`config.mk`:
```
export PLATFORM = sky130hd
export DESIGN_NAME = websocket_frame_deframer_top
export DESIGN_NICKNAME = d
export VERILOG_FILES = /design/src/sv/wsfd_pkg.sv /design/src/sv/websocket_frame_deframer_top.sv /design/src/sv/wsfd_parser.sv /design/src/sv/wsfd_out_reg.sv
export SDC_FILE = /design/constraint.sdc
export NUM_CORES = 1
export LEC_CHECK = 0
export BUFFER_PORTS_ARGS = -buffer_cell sky130_fd_sc_hd__buf_2
export CAP_MARGIN = 20
export CORE_UTILIZATION = 45
export CTS_CLUSTER_DIAMETER = 40
export DETAILED_ROUTE_END_ITERATION = 10
export GPL_TIMING_DRIVEN = 0
export SLEW_MARGIN = 10
export SYNTH_ARGS = -nofsm -noshare
export SYNTH_HDL_FRONTEND = slang
export SYNTH_SLANG_ARGS = --single-unit
```
`constraint.sdc`:
```
create_clock -name clock -period 7.4 [get_ports clock]
set_clock_uncertainty 0.2 [all_clocks]
set_input_delay 0.74 -clock clock [delete_from_list [all_inputs] [get_ports clock]]
set_output_delay 0.74 -clock clock [all_outputs]
set_load 0.01 [all_outputs]
```
`src/sv/wsfd_pkg.sv`:
```
`timescale 1ns / 1ps
`default_nettype none
// ----------------------------------------------------------------------------
// wsfd_pkg
// Shared types and constants of the WebSocket frame deframer.
// ----------------------------------------------------------------------------
package wsfd_pkg;

   localparam int BYTE_W   = 8;
   localparam int LEN_W    = 64;
   localparam int KEY_W    = 32;
   localparam int OPCODE_W = 4;

   // 7-bit length codes that announce an extended length field
   localparam logic [6:0] LEN7_EXT16 = 7'd126;
   localparam logic [6:0] LEN7_EXT64 = 7'd127;

   localparam logic [3:0] EXT16_BYTES = 4'd2;
   localparam logic [3:0] EXT64_BYTES = 4'd8;
   localparam logic [2:0] KEY_BYTES   = 3'd4;

   localparam logic ITEM_HEADER  = 1'b0;
   localparam logic ITEM_PAYLOAD = 1'b1;

   typedef enum logic [2:0] {
      PH_BYTE1   = 3'd0,
      PH_BYTE2   = 3'd1,
      PH_EXTLEN  = 3'd2,
      PH_KEY     = 3'd3,
      PH_PAYLOAD = 3'd4
   } phase_type;

   typedef struct packed {
      logic                  item_kind;
      logic                  fin_flag;
      logic [OPCODE_W-1:0]   frame_opcode;
      logic                  mask_flag;
      logic [LEN_W-1:0]      frame_length;
      logic [BYTE_W-1:0]     payload_byte;
      logic                  frame_end;
   } result_type;

endpackage
`default_nettype wire

```
`src/sv/websocket_frame_deframer_top.sv`:
```
`timescale 1ns / 1ps
`default_nettype none
// ----------------------------------------------------------------------------
// websocket_frame_deframer_top
// Splits a received byte stream into WebSocket frames (RFC 6455 framing).
// ----------------------------------------------------------------------------
// Usage:
//  - Request channel: one received stream byte per transfer on req_rx_byte.
//  - Response channel: one result per transfer. A header result (item_kind 0)
//    follows the last header byte; a payload result (item_kind 1) follows
//    every payload byte, unmasked with key byte (index mod 4).
//  - frame_end marks the last result of a frame: the header result of an
//    empty frame, otherwise the last payload byte.
//  - Header bytes that complete nothing give no result.
//  - A result is registered and appears in the cycle after the byte that causes it.
//  - Throughput: one byte per cycle, set by the single result register, while
//    no result is blocked; the parser state updates in the same cycle a byte is taken.
//  - The receiver may stall: a waiting result holds, and req_stall rises
//    only while the result register is full and rsp_stall is high.
//  - Reset (synchronous, active high) returns the parser to the first
//    header byte and empties the result register; no sweep is needed.
// ----------------------------------------------------------------------------
module websocket_frame_deframer_top (
   input  wire logic                                 clock,
   input  wire logic                                 reset,
   // request channel
   input  wire logic                                 req_valid,
   output logic                                      req_stall,
   input  wire logic [wsfd_pkg::BYTE_W-1:0]          req_rx_byte,
   // response channel
   output logic                                      rsp_valid,
   input  wire logic                                 rsp_stall,
   output logic                                      rsp_item_kind,
   output logic                                      rsp_fin_flag,
   output logic [wsfd_pkg::OPCODE_W-1:0]             rsp_frame_opcode,
   output logic                                      rsp_mask_flag,
   output logic [wsfd_pkg::LEN_W-1:0]                rsp_frame_length,
   output logic [wsfd_pkg::BYTE_W-1:0]               rsp_payload_byte,
   output logic                                      rsp_frame_end
);

   logic                  byte_take;   // request transfer this cycle
   logic                  res_valid;   // accepted byte yields a result
   logic                  out_busy;
   wsfd_pkg::result_type  res;
   wsfd_pkg::result_type  rsp_data;

   // The input side stalls only while a result waits and cannot drain.
   assign req_stall = out_busy;
   assign byte_take = req_valid & ~out_busy;

   wsfd_parser u_parser (
      .clock     (clock),
      .reset     (reset),
      .byte_take (byte_take),
      .rx_byte   (req_rx_byte),
      .res_valid (res_valid),
      .res       (res)
   );

   wsfd_out_reg u_out_reg (
      .clock     (clock),
      .reset     (reset),
      .load      (byte_take & res_valid),
      .res       (res),
      .rsp_stall (rsp_stall),
      .rsp_valid (rsp_valid),
      .rsp_data  (rsp_data),
      .busy      (out_busy)
   );

   // unpack the result register onto the response ports
   assign rsp_item_kind    = rsp_data.item_kind;
   assign rsp_fin_flag     = rsp_data.fin_flag;
   assign rsp_frame_opcode = rsp_data.frame_opcode;
   assign rsp_mask_flag    = rsp_data.mask_flag;
   assign rsp_frame_length = rsp_data.frame_length;
   assign rsp_payload_byte = rsp_data.payload_byte;
   assign rsp_frame_end    = rsp_data.frame_end;

endmodule
`default_nettype wire

```
`src/sv/wsfd_parser.sv`:
```
`timescale 1ns / 1ps
`default_nettype none
// ----------------------------------------------------------------------------
// wsfd_parser
// Frame header parser and payload unmasking, one byte per accepted transfer.
// ----------------------------------------------------------------------------
module wsfd_parser (
   input  wire logic                        clock,
   input  wire logic                        reset,
   input  wire logic                        byte_take,
   input  wire logic [wsfd_pkg::BYTE_W-1:0] rx_byte,
   output logic                             res_valid,
   output wsfd_pkg::result_type             res
);

   wsfd_pkg::phase_type           phase_ff,     phase_in;
   logic [wsfd_pkg::BYTE_W-1:0]   hdr1_ff,      hdr1_in;
   logic                          masked_ff,    masked_in;
   logic [3:0]                    len_left_ff,  len_left_in;
   logic [wsfd_pkg::LEN_W-1:0]    len_acc_ff,   len_acc_in;
   logic [wsfd_pkg::KEY_W-1:0]    key_ff,       key_in;
   logic [2:0]                    key_left_ff,  key_left_in;
   logic [wsfd_pkg::LEN_W-1:0]    pay_left_ff,  pay_left_in;
   logic [1:0]                    key_idx_ff,   key_idx_in;

   logic                          len_done;
   logic                          hdr_done;
   logic                          last;
   logic [3:0]                    len_dec;
   logic [2:0]                    key_dec;
   logic [wsfd_pkg::LEN_W-1:0]    pay_dec;
   logic [wsfd_pkg::BYTE_W-1:0]   key_byte;

   always_comb begin
      phase_in    = phase_ff;
      hdr1_in     = hdr1_ff;
      masked_in   = masked_ff;
      len_left_in = len_left_ff;
      len_acc_in  = len_acc_ff;
      key_in      = key_ff;
      key_left_in = key_left_ff;
      pay_left_in = pay_left_ff;
      key_idx_in  = key_idx_ff;
      len_done    = 1'b0;
      hdr_done    = 1'b0;
      last        = 1'b0;
      res_valid   = 1'b0;

      // saturating down-counts
      len_dec  = (len_left_ff != 4'd0) ? len_left_ff - 4'd1 : 4'd0;
      key_dec  = (key_left_ff != 3'd0) ? key_left_ff - 3'd1 : 3'd0;
      pay_dec  = (pay_left_ff != '0) ? pay_left_ff - 64'd1 : '0;

      case (key_idx_ff)
         2'd0:    key_byte = key_ff[31:24];
         2'd1:    key_byte = key_ff[23:16];
         2'd2:    key_byte = key_ff[15:8];
         default: key_byte = key_ff[7:0];
      endcase

      res.item_kind    = wsfd_pkg::ITEM_PAYLOAD;
      res.fin_flag     = hdr1_ff[7];
      res.frame_opcode = hdr1_ff[3:0];
      res.mask_flag    = masked_ff;
      res.frame_length = len_acc_ff;
      res.payload_byte = rx_byte ^ key_byte;
      res.frame_end    = 1'b0;

      case (phase_ff)
         wsfd_pkg::PH_BYTE2: begin
            masked_in  = rx_byte[7];
            len_acc_in = '0;
            if (rx_byte[6:0] == wsfd_pkg::LEN7_EXT16) begin
               len_left_in = wsfd_pkg::EXT16_BYTES;
               phase_in    = wsfd_pkg::PH_EXTLEN;
            end else if (rx_byte[6:0] == wsfd_pkg::LEN7_EXT64) begin
               len_left_in = wsfd_pkg::EXT64_BYTES;
               phase_in    = wsfd_pkg::PH_EXTLEN;
            end else begin
               len_acc_in = {57'd0, rx_byte[6:0]};
               len_done   = 1'b1;
            end
         end
         wsfd_pkg::PH_EXTLEN: begin
            len_acc_in  = {len_acc_ff[wsfd_pkg::LEN_W-9:0], rx_byte};
            len_left_in = len_dec;
            len_done    = (len_dec == 4'd0);
         end
         wsfd_pkg::PH_KEY: begin
            key_in      = {key_ff[wsfd_pkg::KEY_W-9:0], rx_byte};
            key_left_in = key_dec;
            hdr_done    = (key_dec == 3'd0);
         end
         wsfd_pkg::PH_PAYLOAD: begin
            key_idx_in  = key_idx_ff + 2'd1;
            pay_left_in = pay_dec;
            last        = (pay_dec == '0);
            if (last) begin
               phase_in = wsfd_pkg::PH_BYTE1;
            end
            res_valid     = 1'b1;
            res.frame_end = last;
         end
         default: begin
            hdr1_in  = rx_byte;
            phase_in = wsfd_pkg::PH_BYTE2;
         end
      endcase

      // length complete: fetch the key, or finish the header straight away
      if (len_done) begin
         key_in = '0;
         if (masked_in) begin
            key_left_in = wsfd_pkg::KEY_BYTES;
            phase_in    = wsfd_pkg::PH_KEY;
         end else begin
            hdr_done = 1'b1;
         end
      end

      if (hdr_done) begin
         last        = (len_acc_in == '0);
         pay_left_in = len_acc_in;
         key_idx_in  = 2'd0;
         phase_in    = last ? wsfd_pkg::PH_BYTE1 : wsfd_pkg::PH_PAYLOAD;
         res_valid        = 1'b1;
         res.item_kind    = wsfd_pkg::ITEM_HEADER;
         res.mask_flag    = masked_in;
         res.frame_length = len_acc_in;
         res.payload_byte = '0;
         res.frame_end    = last;
      end
   end

   always_ff @(posedge clock) begin
      if (reset) begin
         phase_ff    <= wsfd_pkg::PH_BYTE1;
         hdr1_ff     <= '0;
         masked_ff   <= 1'b0;
         len_left_ff <= '0;
         len_acc_ff  <= '0;
         key_ff      <= '0;
         key_left_ff <= '0;
         pay_left_ff <= '0;
         key_idx_ff  <= '0;
      end else if (byte_take) begin
         phase_ff    <= phase_in;
         hdr1_ff     <= hdr1_in;
         masked_ff   <= masked_in;
         len_left_ff <= len_left_in;
         len_acc_ff  <= len_acc_in;
         key_ff      <= key_in;
         key_left_ff <= key_left_in;
         pay_left_ff <= pay_left_in;
         key_idx_ff  <= key_idx_in;
      end
   end

endmodule
`default_nettype wire

```
`src/sv/wsfd_out_reg.sv`:
```
`timescale 1ns / 1ps
`default_nettype none
// ----------------------------------------------------------------------------
// wsfd_out_reg
// Result register with valid/stall handshake towards the receiver.
// ----------------------------------------------------------------------------
module wsfd_out_reg (
   input  wire logic                  clock,
   input  wire logic                  reset,
   input  wire logic                  load,
   input  wire wsfd_pkg::result_type  res,
   input  wire logic                  rsp_stall,
   output logic                       rsp_valid,
   output wsfd_pkg::result_type       rsp_data,
   output logic                       busy
);

   logic                  valid_ff, valid_in;
   wsfd_pkg::result_type  data_ff;

   // full and not draining this cycle
   assign busy     = valid_ff & rsp_stall;
   assign valid_in = load | busy;

   always_ff @(posedge clock) begin
      if (reset) begin
         valid_ff <= 1'b0;
      end else begin
         valid_ff <= valid_in;
      end
   end

   always_ff @(posedge clock) begin
      if (load) begin
         data_ff <= res;
      end
   end

   assign rsp_valid = valid_ff;
   assign rsp_data  = data_ff;

endmodule
`default_nettype wire

```
# Word level (Yosys, flattened, before mapping)
# Index checks and enable logic that the tools add are counted.
totals:
  inputBits: 12
  output_inout_bits: 82
  word_cells: 93
  register_bits: 262
op_classes:
  n_mux: 39
  reduce_logical: 17
  bitwise_logic: 7
  n_eq_ne: 9
  n_addsub: 4
op_table:
  columns: ["operator", "count"]
  rows:
  - ["$mux 64", 4]
  - ["$logic_not 64->1", 2]
  - ["$pmux 64 s2", 1]
  - ["$mux 74", 1]
  - ["$mux 32", 2]
  - ["$reduce_bool 64->1", 1]
  - ["$sub 64x1->64 const B", 1]
  - ["$mux 3", 11]
  - ["$pmux 8 s3", 1]
  - ["$eq 7x7->1 const B", 2]
  - ["$mux 4", 3]
  - ["$mux 1", 10]
  - ["$pmux 3 s3", 1]
  - ["$pmux 4 s2", 1]
  - ["$xor 8x8->8", 1]
  - ["$mux 7", 1]
  - ["$eq 3x2->1 const B", 2]
  - ["$reduce_and 2->1", 3]
  - ["$reduce_bool 2->1", 3]
  - ["$logic_not 4->1", 1]
  - ["$mux 2", 2]
  - ["$reduce_bool 4->1", 1]
  - ["$reduce_or 4->1", 1]
  - ["$sub 4x1->4 const B", 1]
  - ["16 further kinds", 19]

# Longest topological paths before layout
# Gate-level depths: netlist of run 1.
logic_depth:
  word_depth: 9
  mapped_depth: 13
  ltp_nobuf: 11

# By module
# Synthesis of run 1 repeated with hierarchy kept, for this count alone.
hier_totals:
  cells_unflattened: 1577
  area_unflattened_um2: 13792.0
modules_own_cells:
  columns: ["mod", "seq_area_each_um2", "cells_each", "area_each_um2", "instances"]
  rows:
  - ["wsfd_parser", 3563.4, 1491, 11338.4, 1]
  - ["wsfd_out_reg", 2422.3, 84, 2438.6, 1]
  - ["websocket_frame_deframer_top", 0.0, 2, 15.0, 1]

# Worst setup path after synthesis of run 1
# No wires, ideal clock.
synth_timing:
  path_kind: "register to register"
  startpoint: "reg u_parser.key_left_ff[0]"
  endpoint: "reg u_parser.pay_left_ff[28] (netlist name)"
  t_arrival_ps: 5121
  path_buffers: 2
  setup_ps: 74
  slack_ps: 2005
  path_stages_with_launch: 13
  required_time_ps: 7126
  synth_period_minus_slack_ps: 5395
  cell_sequence: "dfxtp_1 nor2_1 ha_1 o21ai_0 mux2_2 o41ai_1 inv_2 a21o_1 inv_2 clkbuf_1 clkbuf_1 o21ai_0 a21oi_1"
synth_via:
  elab_chain_cells: 8
  word_cells_on_any_way: 10
  cone_classes: "add/sub (1); mux (5); reduce/logical (4)"
synth_lines:
  columns: ["element", "line_no", "source"]
  rows:
  - ["from (decl)", "wsfd_parser.sv:22", "logic [2:0] key_left_ff, key_left_in;"]
  - ["from (signal assigned)", "wsfd_parser.sv:153", "key_left_ff <= key_left_in;"]
  - ["$sub 3x1->3 or $reduce_bool 3->1 (tied branches)", "wsfd_parser.sv:51", "key_dec = (key_left_ff != 3'd0) ? key_left_ff - 3'd1 : 3'd0;"]
  - ["$mux 3 (*)", "wsfd_parser.sv:51", null]
  - ["$logic_not 3->1 (*)", "wsfd_parser.sv:92", "hdr_done = (key_dec == 3'd0);"]
  - ["$mux 1 (*)", "wsfd_parser.sv:69", "case (phase_ff)"]
  - ["$mux 1", "wsfd_parser.sv:113", "if (masked_in) begin"]
  - ["$mux 1 (*)", "wsfd_parser.sv:111", "if (len_done) begin"]
  - ["$reduce_bool 2->1 (no line)", null, null]
  - ["$reduce_and 2->1 (no line)", null, null]
  - ["to (signal assigned)", "wsfd_parser.sv:154", "pay_left_ff <= pay_left_in;"]
  - ["to (decl)", "wsfd_parser.sv:23", "logic [wsfd_pkg::LEN_W-1:0] pay_left_ff, pay_left_in;"]
# Every way passes the cells marked *; elsewhere a longest branch is shown, timed or not.
# A chain may end at the register's enable or synchronous reset.

# Worst setup path after layout of run 1
layout_timing:
  startpoint: "reg u_parser.pay_left_ff[0] (netlist name)"
  endpoint: "reg u_parser.pay_left_ff[26] (netlist name)"
layout_via:
  elab_chain_cells: 4
  word_cells_on_any_way: 5
  cone_classes: "add/sub (1); mux (3); reduce/logical (1)"
layout_lines:
  columns: ["element", "line_no", "source"]
  rows:
  - ["$sub 64x1->64 or $reduce_bool 64->1 (tied branches)", "wsfd_parser.sv:52", "pay_dec = (pay_left_ff != '0) ? pay_left_ff - 64'd1 : '0;"]
  - ["$mux 64 (*)", "wsfd_parser.sv:52", null]
  - ["$mux 64 (*)", "wsfd_parser.sv:69", null]
  - ["$mux 64 (*)", "wsfd_parser.sv:121", "if (hdr_done) begin"]
# Every way passes the cells marked *; elsewhere a longest branch is shown, timed or not. The select of a mux whose other input is x is not followed.

==> impl_metrics.env, run 1 <==
export IMPL_routedWlPerCell_um=25.0
export IMPL_grt_util_all_layers=0.344
export IMPL_ys_seq_elements=259
export IMPL_antenna_found_initial=0
export IMPL_final_hold_viol_count=0
export IMPL_period_share=0.657
export IMPL_worstMarginPinSlew_ns=0.972
export IMPL_clk_latency_ns=0.54
export IMPL_ys_seq_area_frac=0.448
export IMPL_power_switching_mw=2.35
export IMPL_drtPass1Iterations=6
export IMPL_htreeDepth=2
export IMPL_intPower_mw=3.58
export IMPL_cp_start_kind="flop"
export IMPL_ys_dominant_reg_cell="dfxtp_1"
export IMPL_fin_cells=2121
export IMPL_syn_nets=1585
export IMPL_p_leak_nw=5.54
export IMPL_grt_pass1_wl_mm=79.2
export IMPL_syn2layout_area_growth_pct=18.3
export IMPL_synth_xor_area_frac=0.0249
export IMPL_dieArea_um2=30400
export IMPL_outcome="complete, no violations"
export IMPL_coreArea_um2=28900
export IMPL_vias_per_cell=6.48
export IMPL_worst_setup_path_end_kind="flop"
export IMPL_setup_viol=0
export IMPL_cts_tree="built"
export IMPL_synthArstFlopShare=0
export IMPL_dp_cells=2039
export IMPL_fillCellCount=2777
export IMPL_p_seq_frac=0.284
export IMPL_slew_viol_final=0
export IMPL_pwr_share_comb=0.373
export IMPL_synthSimpleGateAreaFrac=0.204
export IMPL_grt_setup_unrepaired="false"
export IMPL_syn_area_um2=13300
export IMPL_crit_path_top_delay_cell="nor4_1"
export IMPL_criticalPathCategory="flop to flop"
export IMPL_route_met2_wl_mm=23.0
export IMPL_synth_mux_area_fraction=0.00787
export IMPL_grt_pass1_vias=12700
export IMPL_cts_buffers=45
export IMPL_start_util=0.461
export IMPL_root_buffer="clkbuf_16"
export IMPL_die_w_um=174
export IMPL_holdWs_ns=0.229
export IMPL_relSlewSlack=0.346
export IMPL_grt_ovfl_total=0
export IMPL_hold_buffers=0
export IMPL_fmax_ghz=0.206
export IMPL_wl_mm=53.0
export IMPL_met3_length_mm=5.40
export IMPL_boundaryPins=94
export IMPL_crit_fanout=10
export IMPL_dr_total_vias=13700
export IMPL_cts_setup_buffers=0
export IMPL_nNetsFinal=1721
export IMPL_path_buf_inv=3
export IMPL_die_y_um=174
export IMPL_cpPeakStageDelay_ns=0.86
export IMPL_drv_cap=0
export IMPL_critical_path_top_delay_family="simple AND/OR/NAND/NOR gates"
export IMPL_ys_types=64
export IMPL_synth_edf_count=80
export IMPL_netlist_instances=1566
export IMPL_cp_data_arrival_time_ns=5.06
export IMPL_synthAdderAreaFrac=0.00656
export IMPL_swShare=0.396
export IMPL_diodes=0
export IMPL_power_frac_clock=0.343
export IMPL_synth_compound_area_frac=0.264
export IMPL_powerDensity_nw_per_um2=375
export IMPL_drcViolationCount=0
export IMPL_syn_area_per_cell_um2=8.52
export IMPL_drt_iter0_drc=1928
export IMPL_clockBufferDepth=3
export IMPL_min_path_type="flop to flop"
export IMPL_cts_resized=0
export IMPL_required_ns=7.59
export IMPL_crit_chain="inv_1, ha_1, nor3b_1, nand4_1, nor4_1, and2_1, nand2b_1, buf_2, clkbuf_1, o22ai_1, a22oi_1, nor2_1"
export IMPL_hpwl_mm=38.1
export IMPL_gp_congestion=0.956
export IMPL_period_minus_slack_ns=4.86
export IMPL_ir_worst_vdd_mv=0.246
export IMPL_ys_warn_count=0
export IMPL_port_buffers=87
export IMPL_dr_max_layer_used="met4"
export IMPL_ant_nets=0
export IMPL_synth_top_family_by_area="compound AO/OA/AOI/OAI gates"
export IMPL_numClockSinks=259
export IMPL_rows=62
export IMPL_wl_met1_mm=22.6
export IMPL_grt_max_degree=53
export IMPL_cts_clk_slew_worst_paths_ns=0.06
export IMPL_drive_gt1_frac=0.108
==> worst paths after layout <==
| kind | slack, ns | end | startpoint | depth (start not counted) |
|---|---|---|---|---|
| setup / recovery | 2.54 | u_parser.pay_left_ff[26] | u_parser.pay_left_ff[0] | 12 |
| hold / removal | 0.23 | u_out_reg.rsp_data[74] | u_parser.hdr1_ff[0] | 0 |
| setup reg to reg | 2.54 | u_parser.pay_left_ff[26] | u_parser.pay_left_ff[0] | 12 |
| hold reg to reg | 0.23 | u_out_reg.rsp_data[74] | u_parser.hdr1_ff[0] | 0 |
==> layer usage <==
layer	global-route usage	vias up
met5	0	-
met4	0.136	0
met3	0.0617	144
met2	0.515	806
met1	0.490	6612
li1	-	6179
==> Yosys cell counts, drive strengths merged (24+ instances only) <==
master	number	area [µm²]
nand4	25	156
nor4	40	278
a21oi	118	591
xnor2	30	263
nor3	47	235
a32o	24	240
nor2	256	961
o21ai	102	510
nand2	93	349
a22oi	152	1140
edfxtp	80	2400
clkbuf	122	458
dfxtp	179	3580
==> sequential cells by signal, summed over array words and instances (netlist names) <==
| signal | cells |
|---|---|
| u_out_reg.rsp_data | 80 |
| u_parser.len_acc_ff | 64 |
| u_parser.pay_left_ff | 64 |
| u_parser.key_ff | 32 |
| u_parser.hdr1_ff | 5 |
| u_parser.len_left_ff | 4 |
| u_parser.key_left_ff | 3 |
| u_parser.phase_ff | 3 |
| u_parser.key_idx_ff | 2 |
| u_out_reg.rsp_valid | 1 |
| u_parser.masked_ff | 1 |
==> power groups by stage <==
stage / Clock (mW) / Sequential, mW / Combinational (mW)
final: 2.03 / 1.68 / 2.21
after global routing: 2.11 / 1.69 / 2.37
after CTS: 2.05 / 1.68 / 2.14
after detailed placement: 0 / 1.70 / 2.13
after global placement: 0 / 1.71 / 2.13
after floorplan: 0 / 1.71 / 1.46
==> stage by stage <==
step	setup TNS [ns]	setup slack, ns	total power, mW	instance area (µm²)	utilization
floorplan	0	2.00	3.17	13300	-
detailed placement	0	2.80	3.84	14300	0.495
global placement	-20.26	-0.595	3.84	14300	0.493
global route	0	2.40	6.18	15800	0.546
finish	0	2.54	5.93	15800	0.546
CTS	0	2.78	5.86	15800	0.546
==> final cells by class <==
| cell class | instances | area, µm² | share of cell area |
|---|---|---|---|
| repair buffers | 89 | 470 | 0.0298 |
| flip-flops and latches | 259 | 5990 | 0.379 |
| inverters | 15 | 56.3 | 0.00357 |
| plain buffers | 143 | 546 | 0.0346 |
| clock buffers | 61 | 1260 | 0.0796 |
| multi-input cells | 1149 | 6770 | 0.429 |
| well taps | 384 | 480 | 0.0304 |
| clock inverters | 21 | 219 | 0.0139 |
==> logic make-up (layout without fill, tap and decap cells) <==
family	count (synthesis)	in the layout
xor+xnor	38	38
compound gates	521	521
buf+inv	158	329
flops	259	259
mux	10	10
fa+ha+maj	7	7
simple gates	573	573
==> layout by cell type, fill, tap and decap left out, drive strengths merged, types with 5 or more instances in the layout <==
cell	instances
xor2	8
nand3b	6
nand3	20
clkbuf	183
nand2b	9
nor2	256
o22ai	15
or3	13
o21ai	102
nand4	25
edfxtp	80
a222oi	8
nand2	93
or2	8
nor3	47
a22oi	152
a22o	20
inv	24
o32ai	18
nor4	40
a32o	24
or4	14
xnor2	30
nor2b	21
ha	7
dfxtp	179
a21oi	118
a2bb2oi	15
buf	110
mux2i	6
and2	5
a21o	7
o221ai	12
clkinv	8
Note: power is estimated with default switching activity, not from simulation.
==> run 2: changes to the inputs <==
- ABC_AREA: not set -> 1
- clock period: 7.4 -> 5.1 ns (I/O delays scaled with it)
==> impl_metrics.env, run 2 <==
export IMPL_cp_start_kind="flop"
export IMPL_grt_ovfl_total=0
export IMPL_synth_most_common_cell="nand2_1"
export IMPL_ys_types=43
export IMPL_synth_area_top_cells="dfxtp_1 (26%), edfxtp_1 (17%), nand2_1 (17%), nor2_1 (6.5%), o21ai_0 (6.1%)"
export IMPL_netlist_area_leader_share=0.259
export IMPL_clk_latency_ns=0.57
export IMPL_period_share=0.677
export IMPL_power_mw=7.23
export IMPL_synthTopCellsByCount="nand2_1 (613), nor2_1 (238), dfxtp_1 (179)"
export IMPL_syn_nets=2025
export IMPL_slew_viol_final=0
export IMPL_numClockSinks=259
export IMPL_tns_ns=0
export IMPL_hold_buffers=0
export IMPL_required_ns=5.14
export IMPL_relSlewSlack=0.373
export IMPL_synth_edf_count=80
export IMPL_wl_mm=53.2
export IMPL_grt_max_degree=50
export IMPL_worstMarginPinSlew_ns=0.940
export IMPL_ys_dominant_reg_cell="dfxtp_1"
export IMPL_p_leak_nw=6.55
export IMPL_finish_instance_area_um2=16200
export IMPL_die_w_um=177
export IMPL_boundaryPins=94
export IMPL_p_seq_frac=0.322
export IMPL_netlist_instances=2006
export IMPL_fillCellCount=3032
export IMPL_diodes=0
export IMPL_grt_setup_unrepaired="false"
export IMPL_cp_data_arrival_time_ns=3.49
export IMPL_power_frac_clock=0.397
export IMPL_syn2layout_area_growth_pct=17.4
export IMPL_cts_setup_buffers=0
export IMPL_dieArea_um2=31400
export IMPL_ys_seq_area_frac=0.433
export IMPL_rows=63
export IMPL_ant_nets=0
export IMPL_mostFrequentLayoutCells="nand2_1 (613), nor2_1 (238), dfxtp_1 (179)"
export IMPL_grt_util_all_layers=0.340
export IMPL_hpwl_mm=41.0
export IMPL_routedWlPerCell_um=20.7
export IMPL_outcome="complete, no violations"
export IMPL_period_minus_slack_ns=3.45
export IMPL_start_util=0.461
export IMPL_root_buffer="clkbuf_16"
export IMPL_coreArea_um2=30000
export IMPL_drive_gt1_frac=0.112
export IMPL_ys_warn_count=0
export IMPL_dr_total_vias=14400
export IMPL_grt_pass1_vias=13500
export IMPL_pwr_share_comb=0.281
export IMPL_dpl_instance_area_um2=14800
export IMPL_final_common_cell="nand2_1"
export IMPL_final_util=0.541
export IMPL_cts_clk_slew_worst_paths_ns=0.05
export IMPL_cts_resized=0
export IMPL_ir_worst_vdd_mv=0.248
export IMPL_gp_congestion=0.979
export IMPL_drcViolationCount=0
export IMPL_swShare=0.375
export IMPL_cts_tree="built"
export IMPL_criticalPathCategory="flop to flop"
export IMPL_fmax_ghz=0.290
export IMPL_largest_reg_flops=80
export IMPL_antenna_found_initial=1
export IMPL_drv_cap=0
export IMPL_synthArstFlopShare=0
export IMPL_die_y_um=177
export IMPL_syn_area_per_cell_um2=6.89
export IMPL_drt_iter0_drc=1435
export IMPL_drtPass1Iterations=6
export IMPL_power_switching_mw=2.71
export IMPL_htreeDepth=2
export IMPL_final_hold_viol_count=0
export IMPL_powerDensity_nw_per_um2=446
export IMPL_grt_pass1_wl_mm=79.1
export IMPL_min_path_type="input port to flop"
export IMPL_crit_fanout=49
export IMPL_setup_viol=0
export IMPL_nNetsFinal=2163
export IMPL_vias_per_cell=5.59
export IMPL_worst_setup_path_end_kind="flop"
export IMPL_cts_buffers=43
export IMPL_synth_largest_area_cell="dfxtp_1"
export IMPL_intPower_mw=4.52
export IMPL_clockBufferDepth=3
export IMPL_ys_seq_elements=259
export IMPL_port_buffers=92
export IMPL_syn_area_um2=13800
run 2: cell count changes in the layout (fill, tap and decap cells not counted), sizes merged, moves of 20 or more:
cell and delta:
clkbuf -71, o22ai +42, o21ai +69, nor2b -21
a21oi +43, inv +160, a32o -24, nor3 -42
a22oi -152, a22o -20, xnor2 -28, nand3 +90
nand2 +529, nor4 -40
run 2: kinds of logic after synthesis:
group / count (synthesis) / synth area share
XOR/XNOR: 12 / 0.00761
adder cells (fa/ha/maj): 7 / 0.00634
AO/OA/AOI/OAI: 437 / 0.173
AND/OR/NAND/NOR: 1017 / 0.300
flip-flops: 259 / 0.433
buffers and inverters: 274 / 0.0794
run 2: path summary, 6_finish.rpt:
path         cells after the start  slack (ns)                 start                endpoint
max                             12        1.65  u_parser.phase_ff[0]   u_out_reg.rsp_data[3]
min                              3        0.04             rsp_stall     u_out_reg.rsp_valid
min reg2reg                      0        0.24   u_parser.hdr1_ff[0]  u_out_reg.rsp_data[74]
max reg2reg                     12        1.65  u_parser.phase_ff[0]   u_out_reg.rsp_data[3]
run 2: stage by stage:
step	cells	setup slack [ns]	hold WS (ns)
floorplan	2006	1.94	0.209
global placement	2488	0.818	0.216
detailed placement	2489	1.55	0.216
CTS	2569	1.68	0.0310
global route	2569	1.44	0.0747
finish	2569	1.65	0.0409
run 2: final cells by class:
class / count / area [µm²] / share of cell area
Clock buffer: 47 / 1110 / 0.0686
Clock inverter: 33 / 323 / 0.0199
Tap cell: 390 / 488 / 0.0301
Sequential cell: 259 / 5990 / 0.369
Timing Repair Buffer: 93 / 480 / 0.0296
Buffer: 99 / 442 / 0.0272
Multi-Input combinational cell: 1473 / 6730 / 0.415
Inverter: 175 / 657 / 0.0405
run 2: worst max-delay path, stage by stage, from the launching register on:
cell      delay, ns
dfxtp_1        0.43
nand3_2        0.15
o21bai_4       0.21
nand2_1        0.10
inv_2          0.06
o21ai_4        0.33
inv_2          0.11
nand2_1        0.11
nand2_2        0.11
inv_2          0.10
buf_2          0.22
buf_4          0.62
buf_12         0.31
run 2: power groups by stage:
stage / clock network [mW] / registers [mW] / logic [mW]
6_report: 2.87 / 2.33 / 2.03
5_1_grt: 2.98 / 2.34 / 2.23
4_1_cts: 2.89 / 2.33 / 2.00
3_5_place_dp: 0 / 2.37 / 1.99
3_3_place_gp: 0 / 2.37 / 1.98
2_1_floorplan: 0 / 2.37 / 1.32
run 2: layer usage:
metal,global-route usage,wire [µm],vias up,share of wire
met4,0.143,2150,0,0.040
li1,-,-,6877,-
met1,0.450,22300,6654,0.42
met3,0.0548,4460,137,0.084
met5,0,0,-,0
met2,0.547,24300,688,0.46
==> run 3: changes to the inputs <==
- clock period: 5.1 -> 3.6 ns (I/O delays scaled with it)
==> impl_metrics.env, run 3 (synthesis results as in run 2) <==
export IMPL_grt_ovfl_total=0
export IMPL_setup_viol=0
export IMPL_required_ns=3.81
export IMPL_hpwl_mm=41.0
export IMPL_start_util=0.461
export IMPL_routedWlPerCell_um=20.7
export IMPL_final_hold_viol_count=0
export IMPL_clk_latency_ns=0.57
export IMPL_grt_max_degree=50
export IMPL_rows=63
export IMPL_outcome="complete, no violations"
export IMPL_antenna_found_initial=1
export IMPL_min_path_type="flop to flop"
export IMPL_worstMarginPinSlew_ns=0.980
export IMPL_largest_reg_flops=80
export IMPL_dp_cells=2489
export IMPL_hp_start="u_parser.hdr1_ff[0]"
export IMPL_crit_path_start="u_parser.pay_left_ff[0]"
export IMPL_slew_viol_final=0
export IMPL_cts_clk_slew_worst_paths_ns=0.06
export IMPL_grt_pass1_vias=13500
export IMPL_final_common_cell="nand2_1"
export IMPL_htreeDepth=2
export IMPL_cts_setup_buffers=0
export IMPL_ant_nets=0
export IMPL_dieArea_um2=31400
export IMPL_boundaryPins=94
export IMPL_multi_input_area_um2=6730
export IMPL_power_mw=10.2
export IMPL_cp_data_arrival_time_ns=3.51
export IMPL_numClockSinks=259
export IMPL_fillCellCount=3027
export IMPL_fin_cells=2578
export IMPL_crit_fanout=5
export IMPL_grt_setup_unrepaired="false"
export IMPL_vias_per_cell=5.60
export IMPL_wl_mm=53.4
export IMPL_coreArea_um2=30000
export IMPL_syn2layout_area_growth_pct=18.1
export IMPL_period_share=0.918
export IMPL_period_minus_slack_ns=3.31
export IMPL_r2r_start="u_parser.pay_left_ff[0]"
export IMPL_grt_util_all_layers=0.340
export IMPL_diodes=0
export IMPL_relSlewSlack=0.347
export IMPL_drv_cap=0
export IMPL_mostFrequentLayoutCells="nand2_1 (613), nor2_1 (238), dfxtp_1 (179)"
export IMPL_drcViolationCount=0
export IMPL_nNetsFinal=2172
export IMPL_cp_start_kind="flop"
export IMPL_cts_buffers=43
export IMPL_worst_setup_path_end_kind="flop"
export IMPL_fmax_ghz=0.302
export IMPL_die_y_um=177
export IMPL_grt_pass1_wl_mm=79.2
export IMPL_drive_gt1_frac=0.112
export IMPL_powerDensity_nw_per_um2=628
export IMPL_p_leak_nw=6.59
export IMPL_ir_worst_vdd_mv=0.345
export IMPL_gp_congestion=0.979
export IMPL_cts_tree="built"
export IMPL_drt_iter0_drc=1436
export IMPL_register_area_um2=5990
export IMPL_root_buffer="clkbuf_16"
export IMPL_dr_total_vias=14400
export IMPL_die_w_um=177
export IMPL_criticalPathCategory="flop to flop"
export IMPL_clockBufferDepth=3
export IMPL_drtPass1Iterations=6
export IMPL_port_buffers=92
-- run 3: changes by cell type in the layout (fill, tap and decap cells not counted) --
cell	before	now
dlygate4sd3_1	0	9
buf_4	5	4
buf_6	3	4
-- run 3: where the power goes --
part	total, mW	internal [mW]	switching (mW)
Sequential	3.30	3.18	0.119
Clock	4.06	2.44	1.62
Combinational	2.89	0.791	2.10
-- run 3: final timing paths --
path	end	depth (start not counted)	slack [ns]
worst max-delay path	u_out_reg.rsp_data[0]	14	0.29
worst min-delay path	u_out_reg.rsp_data[74]	0	0.24
worst max register to register	u_out_reg.rsp_data[0]	14	0.29
worst min register to register	u_out_reg.rsp_data[74]	0	0.24
-- run 3: per-stage QoR --
step / hold slack, ns / utilization / instance area (µm²) / setup WS, ns / setup TNS [ns]
after floorplan: 0.209 / - / 13800 / 0.436 / 0
after global placement: 0.216 / 0.493 / 14800 / -0.532 / -45.61
after detailed placement: 0.216 / 0.494 / 14800 / 0.204 / 0
after CTS: 0.247 / 0.544 / 16300 / 0.177 / 0
after global routing: 0.251 / 0.545 / 16300 / 0.116 / 0
final: 0.242 / 0.545 / 16300 / 0.294 / 0
-- run 3: worst max-delay path: stages (launching register included) --
cell and delay (ns):
dfxtp_1 0.31, inv_1 0.11, ha_1 0.22, nand2_1 0.11, nor2_1 0.23, nand3_1 0.22
nor2_1 0.52, nand3_1 0.14, nand3_1 0.13, nand2_1 0.06, nor2_1 0.09, nand2_1 0.07
nor2_1 0.24, nand3_1 0.26, a21oi_2 0.22
-- run 3: layer usage --
metal,routed length [µm],vias to the layer above,track usage
met5,0,-,0
met4,2030,0,0.143
met3,4130,131,0.0546
met2,24500,663,0.549
met1,22800,6733,0.449
li1,-,6902,-
-- run 3: timing repair --
| item | 4_1_cts | 5_1_grt |
|---|---|---|
| endpoints found under the setup margin | 0 | 40 |
| gates resized for setup | 0 | 1 |
| hold buffers | 9 | 0 |
| hold endpoints to repair | 14 | 0 |
-- run 3: area by class of cell --
type	instances	area share
clock inverters	33	0.0198
repair buffers	102	0.0350
well taps	390	0.0299
multi-input cells	1473	0.413
flip-flops and latches	259	0.367
plain buffers	99	0.0273
clock buffers	47	0.0682
inverters	175	0.0403
